### config.mk
export PLATFORM = sky130hd
export DESIGN_NAME = ftss_ctrl
export DESIGN_NICKNAME = d
export VERILOG_FILES = /design/src/design/ftss_pkg.sv /design/src/design/ftss_ctrl.sv
export SDC_FILE = /design/constraint.sdc
export NUM_CORES = 1
export LEC_CHECK = 0
export BUFFER_PORTS_ARGS = -buffer_cell sky130_fd_sc_hd__buf_2
export CAP_MARGIN = 30
export CORE_ASPECT_RATIO = 1.5
export CORE_MARGIN = 5
export CORE_UTILIZATION = 35
export DETAILED_ROUTE_END_ITERATION = 12
export PLACE_DENSITY = 0.65
export SYNTH_ARGS = -nofsm -noshare
export SYNTH_HDL_FRONTEND = slang
export SYNTH_SLANG_ARGS = --single-unit
### constraint.sdc
create_clock -name clk -period 2.8 [get_ports clk]
set_input_delay 0.56 -clock clk [delete_from_list [all_inputs] [get_ports clk]]
set_output_delay 0.56 -clock clk [all_outputs]
set_load 0.02 [all_outputs]
### src/design/ftss_pkg.sv
// ----------------------------------------------------------------------------
// ftss_pkg
// ----------------------------------------------------------------------------
// Shared types, character codes and constants of the frame tag shifter.
// ----------------------------------------------------------------------------
`default_nettype none

package ftss_pkg;

    // Field and register widths.
    localparam int DELAY_W        = 28;
    localparam int RATE_W         = 8;
    localparam int CHAR_W         = 8;
    localparam int CODE_W         = 3;
    localparam int ACC_W          = 32;
    localparam int SUM_W          = ACC_W + 1;
    localparam int FRAME_W        = 31;
    localparam int APB_DW         = 32;
    localparam int ADDR_W         = 3;
    localparam int MAX_DIGITS_DEF = 10;

    // Frame offset: ((delay / 100) * rate) / 10, done on the magnitude by
    // reciprocal multiplies that are exact over the whole delay range.
    localparam int                  PA_W      = 2 * DELAY_W;
    localparam int                  Q1_W      = 21;
    localparam int                  PB_W      = Q1_W + RATE_W;
    localparam int                  PC_W      = 2 * PB_W;
    localparam int                  OFS_W     = 26;
    localparam int                  SHIFT_100 = 34;
    localparam int                  SHIFT_10  = 32;
    localparam logic [DELAY_W-1:0]  RECIP_100 = 28'd171798692;
    localparam logic [PB_W-1:0]     RECIP_10  = 29'd429496730;

    // Cycles for a new configuration to reach the offset register.
    localparam logic [1:0] SETTLE_CYC = 2'd3;

    // Character codes.
    localparam logic [CHAR_W-1:0] CH_OPEN  = 8'h7B;
    localparam logic [CHAR_W-1:0] CH_CLOSE = 8'h7D;
    localparam logic [CHAR_W-1:0] CH_NL    = 8'h0A;
    localparam logic [CHAR_W-1:0] CH_ZERO  = 8'h30;
    localparam logic [CHAR_W-1:0] CH_NINE  = 8'h39;
    localparam logic [CHAR_W-1:0] CH_NUL   = 8'h00;

    typedef enum logic [CODE_W-1:0] {
        ERR_NONE             = 3'd0,
        ERR_NEG_OFFSET       = 3'd1,
        ERR_UNTERMINATED     = 3'd2,
        ERR_END_BEFORE_START = 3'd3,
        ERR_MISSING_END      = 3'd4,
        ERR_OVERFLOW         = 3'd5
    } err_code_t;

    typedef enum logic {
        REG_DELAY_MS   = 1'b0,
        REG_FRAME_RATE = 1'b1
    } reg_idx_t;

    typedef enum logic [1:0] {
        MODE_TEXT   = 2'd0,
        MODE_BRACE  = 2'd1,
        MODE_DIGITS = 2'd2,
        MODE_SKIP   = 2'd3
    } parse_mode_t;

    typedef enum logic [1:0] {
        PLAN_NONE  = 2'd0,
        PLAN_CHARS = 2'd1,
        PLAN_ERR   = 2'd2,
        PLAN_NUM   = 2'd3
    } plan_t;

    typedef enum logic [2:0] {
        OSEL_ERR   = 3'd0,
        OSEL_C0    = 3'd1,
        OSEL_C1    = 3'd2,
        OSEL_OPEN  = 3'd3,
        OSEL_DIGIT = 3'd4,
        OSEL_CLOSE = 3'd5
    } out_sel_t;

    typedef enum logic [1:0] {
        ST_IDLE   = 2'd0,
        ST_DECIDE = 2'd1,
        ST_CONV   = 2'd2,
        ST_EMIT   = 2'd3
    } ctrl_state_t;

    typedef struct packed {
        logic     load_item;
        logic     decide;
        logic     out_load;
        out_sel_t out_sel;
        logic     out_last;
    } ctrl_cmd_t;

    typedef struct packed {
        plan_t plan_now;
        plan_t plan;
        logic  two_chars;
        logic  conv_busy;
    } dp_status_t;

    // Largest frame number accepted: min(2^31-1, 10^max_digits - 1).
    function automatic logic [ACC_W-1:0] value_limit(input int max_digits);
        logic [63:0] p;
        p = 64'd1;
        for (int i = 0; i < max_digits && i < 18; i++)
        begin
            p = p * 64'd10;
        end
        if ((p - 64'd1) > 64'h7FFF_FFFF)
        begin
            return 32'h7FFF_FFFF;
        end
        return 32'(p - 64'd1);
    endfunction

    // Decimal digits needed for the largest accepted frame number.
    function automatic int num_digits(input int max_digits);
        return (max_digits < 10) ? max_digits : 10;
    endfunction

endpackage

`default_nettype wire

### src/design/ftss_ctrl.sv
// ----------------------------------------------------------------------------
// ftss_ctrl
// ----------------------------------------------------------------------------
// Sequencer: takes items, starts the decision and conversion, and walks the
// result items of each input item through the output register.
// ----------------------------------------------------------------------------
`default_nettype none

module ftss_ctrl import ftss_pkg::*; #(
    parameter int MAX_DIGITS = MAX_DIGITS_DEF,
    parameter int NDIG       = num_digits(MAX_DIGITS),
    parameter int DIG_IW     = $clog2(NDIG)
) (
    input  logic              clk,
    input  logic              rst_n,
    input  logic              in_valid,
    output logic              in_ready,
    output logic              out_valid,
    input  logic              out_ready,
    input  logic              cfg_wr,
    input  dp_status_t        status,
    input  logic [DIG_IW-1:0] top_digit,
    output ctrl_cmd_t         cmd,
    output logic [DIG_IW-1:0] dig_idx
);

    localparam int POS_W = $clog2(NDIG + 2);

    ctrl_state_t      state_reg, state_next;
    logic [POS_W-1:0] pos_reg, pos_next;
    logic             out_valid_reg, out_valid_next;
    logic [1:0]       settle_reg, settle_next;

    logic             can_load;
    logic             is_last;
    out_sel_t         sel;
    logic [POS_W-1:0] close_pos;
    logic [POS_W-1:0] digit_pos;

    assign can_load  = !out_valid_reg || out_ready;
    assign close_pos = POS_W'(top_digit) + POS_W'(2);
    // Digits leave most significant first: position 1 carries the top digit.
    assign digit_pos = POS_W'(top_digit) + POS_W'(1) - pos_reg;
    assign dig_idx   = digit_pos[DIG_IW-1:0];
    assign out_valid = out_valid_reg;

    // Which result the current position stands for, and whether it ends the item.
    always_comb
    begin
        sel     = OSEL_ERR;
        is_last = 1'b1;
        case (status.plan)
            PLAN_ERR:
            begin
                sel     = OSEL_ERR;
                is_last = 1'b1;
            end
            PLAN_CHARS:
            begin
                sel     = (pos_reg == '0) ? OSEL_C0 : OSEL_C1;
                is_last = (pos_reg == POS_W'(status.two_chars));
            end
            PLAN_NUM:
            begin
                if (pos_reg == '0)
                begin
                    sel = OSEL_OPEN;
                end
                else if (pos_reg == close_pos)
                begin
                    sel = OSEL_CLOSE;
                end
                else
                begin
                    sel = OSEL_DIGIT;
                end
                is_last = (pos_reg == close_pos);
            end
            default:
            begin
                sel     = OSEL_ERR;
                is_last = 1'b1;
            end
        endcase
    end

    // Outputs.
    always_comb
    begin
        in_ready      = 1'b0;
        cmd.load_item = 1'b0;
        cmd.decide    = 1'b0;
        cmd.out_load  = 1'b0;
        cmd.out_sel   = sel;
        cmd.out_last  = is_last;
        case (state_reg)
            ST_IDLE:
            begin
                in_ready = (settle_reg == '0);
            end
            ST_DECIDE:
            begin
                cmd.decide = 1'b1;
            end
            ST_EMIT:
            begin
                cmd.out_load = can_load;
                in_ready     = (settle_reg == '0) && can_load && is_last;
            end
            default:
            begin
                in_ready = 1'b0;
            end
        endcase
        cmd.load_item = in_valid && in_ready;
    end

    // Next state.
    always_comb
    begin
        state_next = state_reg;
        case (state_reg)
            ST_IDLE:
            begin
                if (cmd.load_item)
                begin
                    state_next = ST_DECIDE;
                end
            end
            ST_DECIDE:
            begin
                case (status.plan_now)
                    PLAN_NONE: state_next = ST_IDLE;
                    PLAN_NUM:  state_next = ST_CONV;
                    default:   state_next = ST_EMIT;
                endcase
            end
            ST_CONV:
            begin
                if (!status.conv_busy)
                begin
                    state_next = ST_EMIT;
                end
            end
            ST_EMIT:
            begin
                if (can_load && is_last)
                begin
                    state_next = cmd.load_item ? ST_DECIDE : ST_IDLE;
                end
            end
            default:
            begin
                state_next = ST_IDLE;
            end
        endcase
    end

    // Result position, output valid and configuration settle counter.
    always_comb
    begin
        pos_next       = pos_reg;
        out_valid_next = out_valid_reg;
        settle_next    = settle_reg;
        if (cmd.decide)
        begin
            pos_next = '0;
        end
        else if (cmd.out_load)
        begin
            pos_next = pos_reg + POS_W'(1);
        end
        if (cmd.out_load)
        begin
            out_valid_next = 1'b1;
        end
        else if (out_ready)
        begin
            out_valid_next = 1'b0;
        end
        if (cfg_wr)
        begin
            settle_next = SETTLE_CYC;
        end
        else if (settle_reg != '0)
        begin
            settle_next = settle_reg - 2'd1;
        end
    end

    always_ff @(posedge clk or negedge rst_n)
    begin
        if (!rst_n)
        begin
            state_reg     <= ST_IDLE;
            pos_reg       <= '0;
            out_valid_reg <= 1'b0;
            settle_reg    <= SETTLE_CYC;
        end
        else
        begin
            state_reg     <= state_next;
            pos_reg       <= pos_next;
            out_valid_reg <= out_valid_next;
            settle_reg    <= settle_next;
        end
    end

    a_ready_states: assert property (@(posedge clk) disable iff (!rst_n)
        in_ready |-> (state_reg == ST_IDLE || state_reg == ST_EMIT))
        else $error("item taken while an item is still being decided or converted");

    a_cfg_blocks: assert property (@(posedge clk) disable iff (!rst_n)
        cfg_wr |=> !in_ready)
        else $error("item taken before the new offset has settled");

    a_pos_bound: assert property (@(posedge clk) disable iff (!rst_n)
        (state_reg == ST_EMIT) |-> (pos_reg <= POS_W'(NDIG + 1)))
        else $error("result position ran past the longest number");

    a_last_leaves: assert property (@(posedge clk) disable iff (!rst_n)
        (cmd.out_load && cmd.out_last) |=> (state_reg != ST_EMIT))
        else $error("still emitting after the final result of an item");

endmodule

`default_nettype wire

==> results.yml, run 1 <==
run_status:
  outcome: "finished clean"
clock_network:
  clock_path_buffers: 2
  root_buffer: "sky130_fd_sc_hd__clkbuf_4"
  insertion_delay_ps: 260
  clk_pin_slew_worst_paths_ps: 60
  cts_max_level: 1
  number_of_clock_buffers_inserted_by_tritoncts: 3
  tritoncts: "built"
  postCtsSetupBuffers: 0
  cts.sink_count: 9
  hold_buffers: 0
  cts.repair.resized: 0
hold_path:
  min-delay-path-class: "in -> async"
finish:
  diodes: 0
  layout.area.seq_um2: 227.7
  final_core_utilization_pct: 44.63
  areaGrowthSynthToFinish_pct: 20.48
  layout-drive-gt1-share_pct: 31.93
  final_net_count: 149
  fin_cells: 142
  area_of_the_multi_input_gates_um2: 530.5
  fill_cells: 242
worst_setup_path:
  worst_path_most_repeated_cell: "sky130_fd_sc_hd__inv_1"
  critical_path_buf_inv_count: 5
  cpPeakStageDelay_ps: 370
  critical_path.endpoint_type: "output pin"
  critical_path.cell_chain: "buf_2, inv_1, ha_1, inv_1, ha_1, inv_1, fa_1, xnor2_1, xnor2_1, buf_2"
  timing.critical_path.required_ps: 2240
  critical_path.max_fanout: 2
  reg_to_reg_end: "state_reg[0]"
  setup.worst_path.start_class: "input pin"
  ff2ff_path_depth: 6
  crit-reg2reg-launch: "pos_reg[1]"
  crit_path_top_delay_cell: "sky130_fd_sc_hd__fa_1"
  timing.setup.critical_path_class: "in -> out"
  worstPathArrival_ps: 2070
  ff2ff_setup_slack_ps: 910
  crit_family: "adder cells"
global_routing:
  global_route.overflow_total: 0
  grt_pass1_wl_mm: 3.077
  grt_antenna_before_repair: 0
  grt_max_degree: 10
  grt_pass1_vias: 764
  grt_util_all_layers_pct: 10.89
logic_synthesis:
  syn_area_per_cell_um2: 9.198
  synth_cell_type_count: 30
  synth_area_um2: 837.1
  yosys_register_bits: 9
  synth_cells: 91
  synth.yosys.warnings: 0
  synth.yosys.seq_area_share_pct: 27.20
  total_nets_after_synthesis: 120
timing:
  hold_violation_total_from_the_final_report: 0
  period_minus_slack_ps: 2626
  hold-worst-slack_ps: 137.7
  finalMaxSlewViolations: 0
  worst-slew-pin-transition_ps: 259.9
  post-route-period-util_pct: 93.77
  final.setup.worst_slack_ps: 174.5
  max_freq_mhz: 380.9
  slew_headroom_pct: 82.68
  setup_total_negative_slack_ps: 0
  finClkSkew_ps: 2.106
  final-setup-viol-count: 0
  grt_setup_unrepaired: "false"
power_and_ir_drop:
  static-leakage-power_nw: 0.5714
  power.density_cell_area_nw_per_um2: 770.2
  worst_ir_drop_vdd_uv: 351.9
floorplanning:
  site_row_count: 21
  coreArea_um2: 2260
  die_width_um: 49.93
  die_h_um: 69.90
  top_level_ports: 28
  floorplan.initialDensity_pct: 37.04
  floorplan.die_area_um2: 3490
drt:
  drt.antenna.violating_nets: 0
  post_drt_wl_per_cell_um: 11.39
  dr.first_iter.drc_count: 13
  routed-via-count: 697
  drc: 0
  finalWirelength_mm: 1.618
  dr.pass1.iters: 2
  post_drt_via_cell_ratio: 4.908
job:
  drv_cap: 0
placement:
  routabilityCongestion: 0.8130
  io_buffers: 27
  detailed_place_hpwl_mm: 1.434
  dpl.cell_count: 138
  worst_case_setup_slack_after_placement_ps: 159.4
## worst reg2reg max path, stage by stage, from the launching register on
cell and delay [ps]:
sky130_fd_sc_hd__dfrtp_1 420, sky130_fd_sc_hd__ha_1 300, sky130_fd_sc_hd__and2b_2 220, sky130_fd_sc_hd__nand4_2 130
sky130_fd_sc_hd__a21bo_2 250, sky130_fd_sc_hd__a21boi_2 160, sky130_fd_sc_hd__mux2_4 300
## worst max path at each step
stage / startpoint / end / slack (ps) / depth (start not counted)
6_report: top_digit[1] / dig_idx[3] / 170 / 10
5_1_grt: pos_reg[1] / dig_idx[3] / 50 / 8
4_1_cts: pos_reg[1] / dig_idx[3] / 160 / 8
3_5_place_dp: top_digit[1] / dig_idx[3] / 160 / 10
3_3_place_gp: top_digit[1] / dig_idx[3] / 200 / 10
2_1_floorplan: top_digit[1] / dig_idx[3] / 260 / 8
## metrics by stage
step                      power (mW)  area (um^2)
after global placement        0.6693        982.2
after detailed placement      0.6848        982.2
after floorplan               0.5770        837.1
after global routing          0.8604         1008
final                         0.7767         1008
after CTS                     0.7882         1008
## logic make-up after synthesis
family | Yosys count | share of synthesized area (%)
xor gates and xnor gates | 11 | 13.15
and+or+nand+nor | 25 | 15.85
AOI/OAI and AO/OA | 10 | 8.372
buffers and inverters | 19 | 9.416
DFF | 9 | 27.20
adders and majority gates | 14 | 21.82
muxes | 3 | 4.185
## layer usage
metal	track usage [%]	part of all wire (%)	up-vias
met5	0	0	-
met4	6.122	2.5	0
met3	2.128	8.3	5
met2	19.26	49	28
met1	11.55	40	319
li1	-	-	345
## layout make-up
type                       instances  area share, %
multi-input combinational         63          52.61
timing repair buffer              27          13.40
tap                               23          2.854
inverter                          16          5.955
clock buffer                       4          2.605
sequential                         9          22.58
## cells in the final DEF, fill, tap and decap left out
cell / netlist / routed
sky130_fd_sc_hd__a22oi_1: 1 / 1
sky130_fd_sc_hd__xnor2_1: 7 / 7
sky130_fd_sc_hd__nand2b_1: 3 / 3
sky130_fd_sc_hd__inv_1: 16 / 16
sky130_fd_sc_hd__nor3b_1: 1 / 1
sky130_fd_sc_hd__a21bo_2: 1 / 1
sky130_fd_sc_hd__or2_2: 1 / 1
sky130_fd_sc_hd__a31oi_1: 1 / 1
sky130_fd_sc_hd__mux2i_1: 2 / 2
sky130_fd_sc_hd__a211oi_1: 1 / 1
sky130_fd_sc_hd__and2b_2: 1 / 1
sky130_fd_sc_hd__nand4_1: 1 / 1
sky130_fd_sc_hd__nand4_2: 1 / 1
sky130_fd_sc_hd__nand2_1: 5 / 5
sky130_fd_sc_hd__fa_1: 1 / 1
sky130_fd_sc_hd__nor2_1: 9 / 9
sky130_fd_sc_hd__and3_1: 1 / 1
sky130_fd_sc_hd__dfstp_2: 2 / 2
sky130_fd_sc_hd__ha_1: 13 / 13
sky130_fd_sc_hd__xnor3_1: 1 / 1
sky130_fd_sc_hd__clkbuf_4: 0 / 3
sky130_fd_sc_hd__xor2_1: 3 / 3
sky130_fd_sc_hd__and2_1: 1 / 1
sky130_fd_sc_hd__mux2_4: 1 / 1
sky130_fd_sc_hd__dfrtp_1: 7 / 7
sky130_fd_sc_hd__buf_2: 0 / 27
sky130_fd_sc_hd__a21boi_2: 1 / 1
sky130_fd_sc_hd__o31ai_1: 1 / 1
sky130_fd_sc_hd__nand3b_1: 1 / 1
sky130_fd_sc_hd__clkbuf_1: 1 / 1
sky130_fd_sc_hd__a21oi_1: 4 / 4
## synth_stat cells
cell type | n | area (um^2)
sky130_fd_sc_hd__inv_1 | 16 | 60.06
sky130_fd_sc_hd__ha_1 | 13 | 162.7
sky130_fd_sc_hd__nor2_1 | 9 | 33.78
sky130_fd_sc_hd__dfrtp_1 | 7 | 175.2
sky130_fd_sc_hd__xnor2_1 | 7 | 61.31
sky130_fd_sc_hd__nand2_1 | 5 | 18.77
sky130_fd_sc_hd__a21oi_1 | 4 | 20.02
sky130_fd_sc_hd__nand2b_1 | 3 | 18.77
sky130_fd_sc_hd__xor2_1 | 3 | 26.28
sky130_fd_sc_hd__buf_4 | 2 | 15.01
sky130_fd_sc_hd__dfstp_2 | 2 | 52.55
sky130_fd_sc_hd__mux2i_1 | 2 | 20.02
sky130_fd_sc_hd__a211oi_1 | 1 | 7.510
sky130_fd_sc_hd__a21bo_2 | 1 | 10.01
sky130_fd_sc_hd__a21boi_2 | 1 | 11.26
sky130_fd_sc_hd__a22oi_1 | 1 | 7.510
sky130_fd_sc_hd__a31oi_1 | 1 | 6.260
sky130_fd_sc_hd__and2_1 | 1 | 6.260
sky130_fd_sc_hd__and2b_2 | 1 | 8.760
sky130_fd_sc_hd__and3_1 | 1 | 6.260
sky130_fd_sc_hd__clkbuf_1 | 1 | 3.750
sky130_fd_sc_hd__fa_1 | 1 | 20.02
sky130_fd_sc_hd__mux2_4 | 1 | 15.01
sky130_fd_sc_hd__nand3b_1 | 1 | 7.510
sky130_fd_sc_hd__nand4_1 | 1 | 6.260
sky130_fd_sc_hd__nand4_2 | 1 | 12.51
sky130_fd_sc_hd__nor3b_1 | 1 | 7.510
sky130_fd_sc_hd__o31ai_1 | 1 | 7.510
sky130_fd_sc_hd__or2_2 | 1 | 6.260
sky130_fd_sc_hd__xnor3_1 | 1 | 22.52
## power breakdown
group / switching (mW) / leakage (nW) / internal [mW]
Sequential: 0.0318 / 0.113 / 0.169
Combinational: 0.268 / 0.443 / 0.208
Clock: 0.0454 / 0.0150 / 0.0549
Note: power is estimated with default switching activity, not from simulation.
==> inputs of run 2 (changes only) <==
--- a/config.mk
+++ b/config.mk
@@ -12,6 +12,7 @@
 export CORE_UTILIZATION = 35
 export DETAILED_ROUTE_END_ITERATION = 12
 export PLACE_DENSITY = 0.65
+export REMOVE_ABC_BUFFERS = 1
 export SYNTH_ARGS = -nofsm -noshare
 export SYNTH_HDL_FRONTEND = slang
 export SYNTH_SLANG_ARGS = --single-unit
==> results.yml, run 2 (synthesized netlist as in run 1, its figures left out) <==
clock_network:
  cts.sink_count: 9
  clk_pin_slew_worst_paths_ps: 70
  tritoncts: "built"
  cts.repair.resized: 0
  clock_path_buffers: 2
  hold_buffers: 0
  root_buffer: "sky130_fd_sc_hd__clkbuf_4"
  number_of_clock_buffers_inserted_by_tritoncts: 3
  insertion_delay_ps: 270
  cts_max_level: 1
  postCtsSetupBuffers: 0
timing:
  finClkSkew_ps: 6.967
  max_freq_mhz: 377.0
  slew_headroom_pct: 82.66
  hold_violation_total_from_the_final_report: 0
  post-route-period-util_pct: 94.74
  worst-slew-pin-transition_ps: 260.2
  finalMaxSlewViolations: 0
  final-setup-viol-count: 0
  hold-worst-slack_ps: 133.9
  period_minus_slack_ps: 2653
  grt_setup_unrepaired: "false"
  setup_total_negative_slack_ps: 0
drt:
  post_drt_via_cell_ratio: 4.824
  dr.pass1.iters: 4
  dr.first_iter.drc_count: 4
  drc: 0
  drt.antenna.violating_nets: 0
  post_drt_wl_per_cell_um: 12.13
  routed-via-count: 685
  finalWirelength_mm: 1.722
power_and_ir_drop:
  worst_ir_drop_vdd_uv: 409.7
  static-leakage-power_nw: 0.5741
  power.density_cell_area_nw_per_um2: 776.6
finish:
  layout-drive-gt1-share_pct: 32.77
  area_of_the_multi_input_gates_um2: 530.5
  fill_cells: 227
  layout.area.seq_um2: 227.7
  layout.cells.most_common_list: "sky130_fd_sc_hd__buf_2, sky130_fd_sc_hd__inv_1, sky130_fd_sc_hd__ha_1"
  mostFrequentLayoutCell: "sky130_fd_sc_hd__buf_2"
  final_net_count: 149
  diodes: 0
  areaGrowthSynthToFinish_pct: 20.63
global_routing:
  grt_antenna_before_repair: 0
  grt_pass1_vias: 748
  grt_util_all_layers_pct: 10.48
  grt_pass1_wl_mm: 2.980
  global_route.overflow_total: 0
  grt_max_degree: 10
worst_setup_path:
  ff2ff_path_depth: 6
  reg_to_reg_end: "state_reg[0]"
  ff2ff_setup_slack_ps: 890
  critical_path.endpoint_type: "output pin"
  critical_path.max_fanout: 5
  worstPathArrival_ps: 2090
  timing.critical_path.from: "pos_reg[1]"
  crit-reg2reg-launch: "pos_reg[1]"
  setup.worst_path.start_class: "flop"
  timing.setup.critical_path_class: "reg -> out"
  timing.critical_path.required_ps: 2240
placement:
  routabilityCongestion: 0.8115
  detailed_place_hpwl_mm: 1.401
  io_buffers: 27
floorplanning:
  die_h_um: 69.90
  floorplan.die_area_um2: 3490
  coreArea_um2: 2260
  floorplan.initialDensity_pct: 37.04
  top_level_ports: 28
  site_row_count: 21
  die_width_um: 49.93
run_status:
  outcome: "finished clean"
hold_path:
  min-delay-path-class: "in -> async"
job:
  drv_cap: 0
[run 2: cell count changes in the layout (fill, tap and decap cells not counted)]
cell and change:
sky130_fd_sc_hd__clkbuf_1 -1, sky130_fd_sc_hd__clkinv_2 +1
[run 2: final cells by class]
type                            count  area share [%]
Tap cell                           23           2.850
Sequential cell                     9           22.55
Clock inverter                      1          0.4957
Multi-Input combinational cell     63           52.54
Inverter                           16           5.948
Clock buffer                        3           2.230
Timing Repair Buffer               27           13.38
[run 2: per-stage QoR]
stage	utilization, %	cell area, um^2	cells	power [mW]	setup slack (ps)
3_3_place_gp	43.47	982.2	138	0.6735	185.6
4_1_cts	44.68	1010	142	0.7938	124.8
2_1_floorplan	-	818.3	88	0.5638	199.8
3_5_place_dp	43.47	982.2	138	0.6829	146.3
5_1_grt	44.68	1010	142	0.8563	10.98
6_report	44.68	1010	142	0.7841	147.3
[run 2: how the worst max path moves through the flow]
stage                       to  slack [ps]  cells after the start
floorplan             in_ready         200                      7
global placement    dig_idx[3]         190                     10
detailed placement  dig_idx[3]         150                     10
CTS                 dig_idx[3]         120                      8
global route        dig_idx[3]          10                      8
finish              dig_idx[3]         150                      8
[run 2: where the power goes]
group / total [mW] / switching [mW] / internal (mW)
Sequential: 0.201 / 0.0321 / 0.169
Clock: 0.103 / 0.0499 / 0.0528
Combinational: 0.480 / 0.272 / 0.209
Total: 0.784 / 0.354 / 0.431
[run 2: metal layers]
metal	up-vias	wire (um)	GRT usage (%)
li1	344	-	-
met2	27	886	18.41
met1	309	679	11.74
met3	5	114	1.702
met4	0	41	5.248
met5	-	0	0
[run 2: worst max-delay path: stages (launching register included)]
cell and delay, ps:
sky130_fd_sc_hd__dfrtp_1 420, sky130_fd_sc_hd__ha_1 310, sky130_fd_sc_hd__inv_1 60, sky130_fd_sc_hd__ha_1 140, sky130_fd_sc_hd__inv_1 50, sky130_fd_sc_hd__fa_1 370, sky130_fd_sc_hd__xnor2_1 170, sky130_fd_sc_hd__xnor2_1 130
sky130_fd_sc_hd__buf_2 180
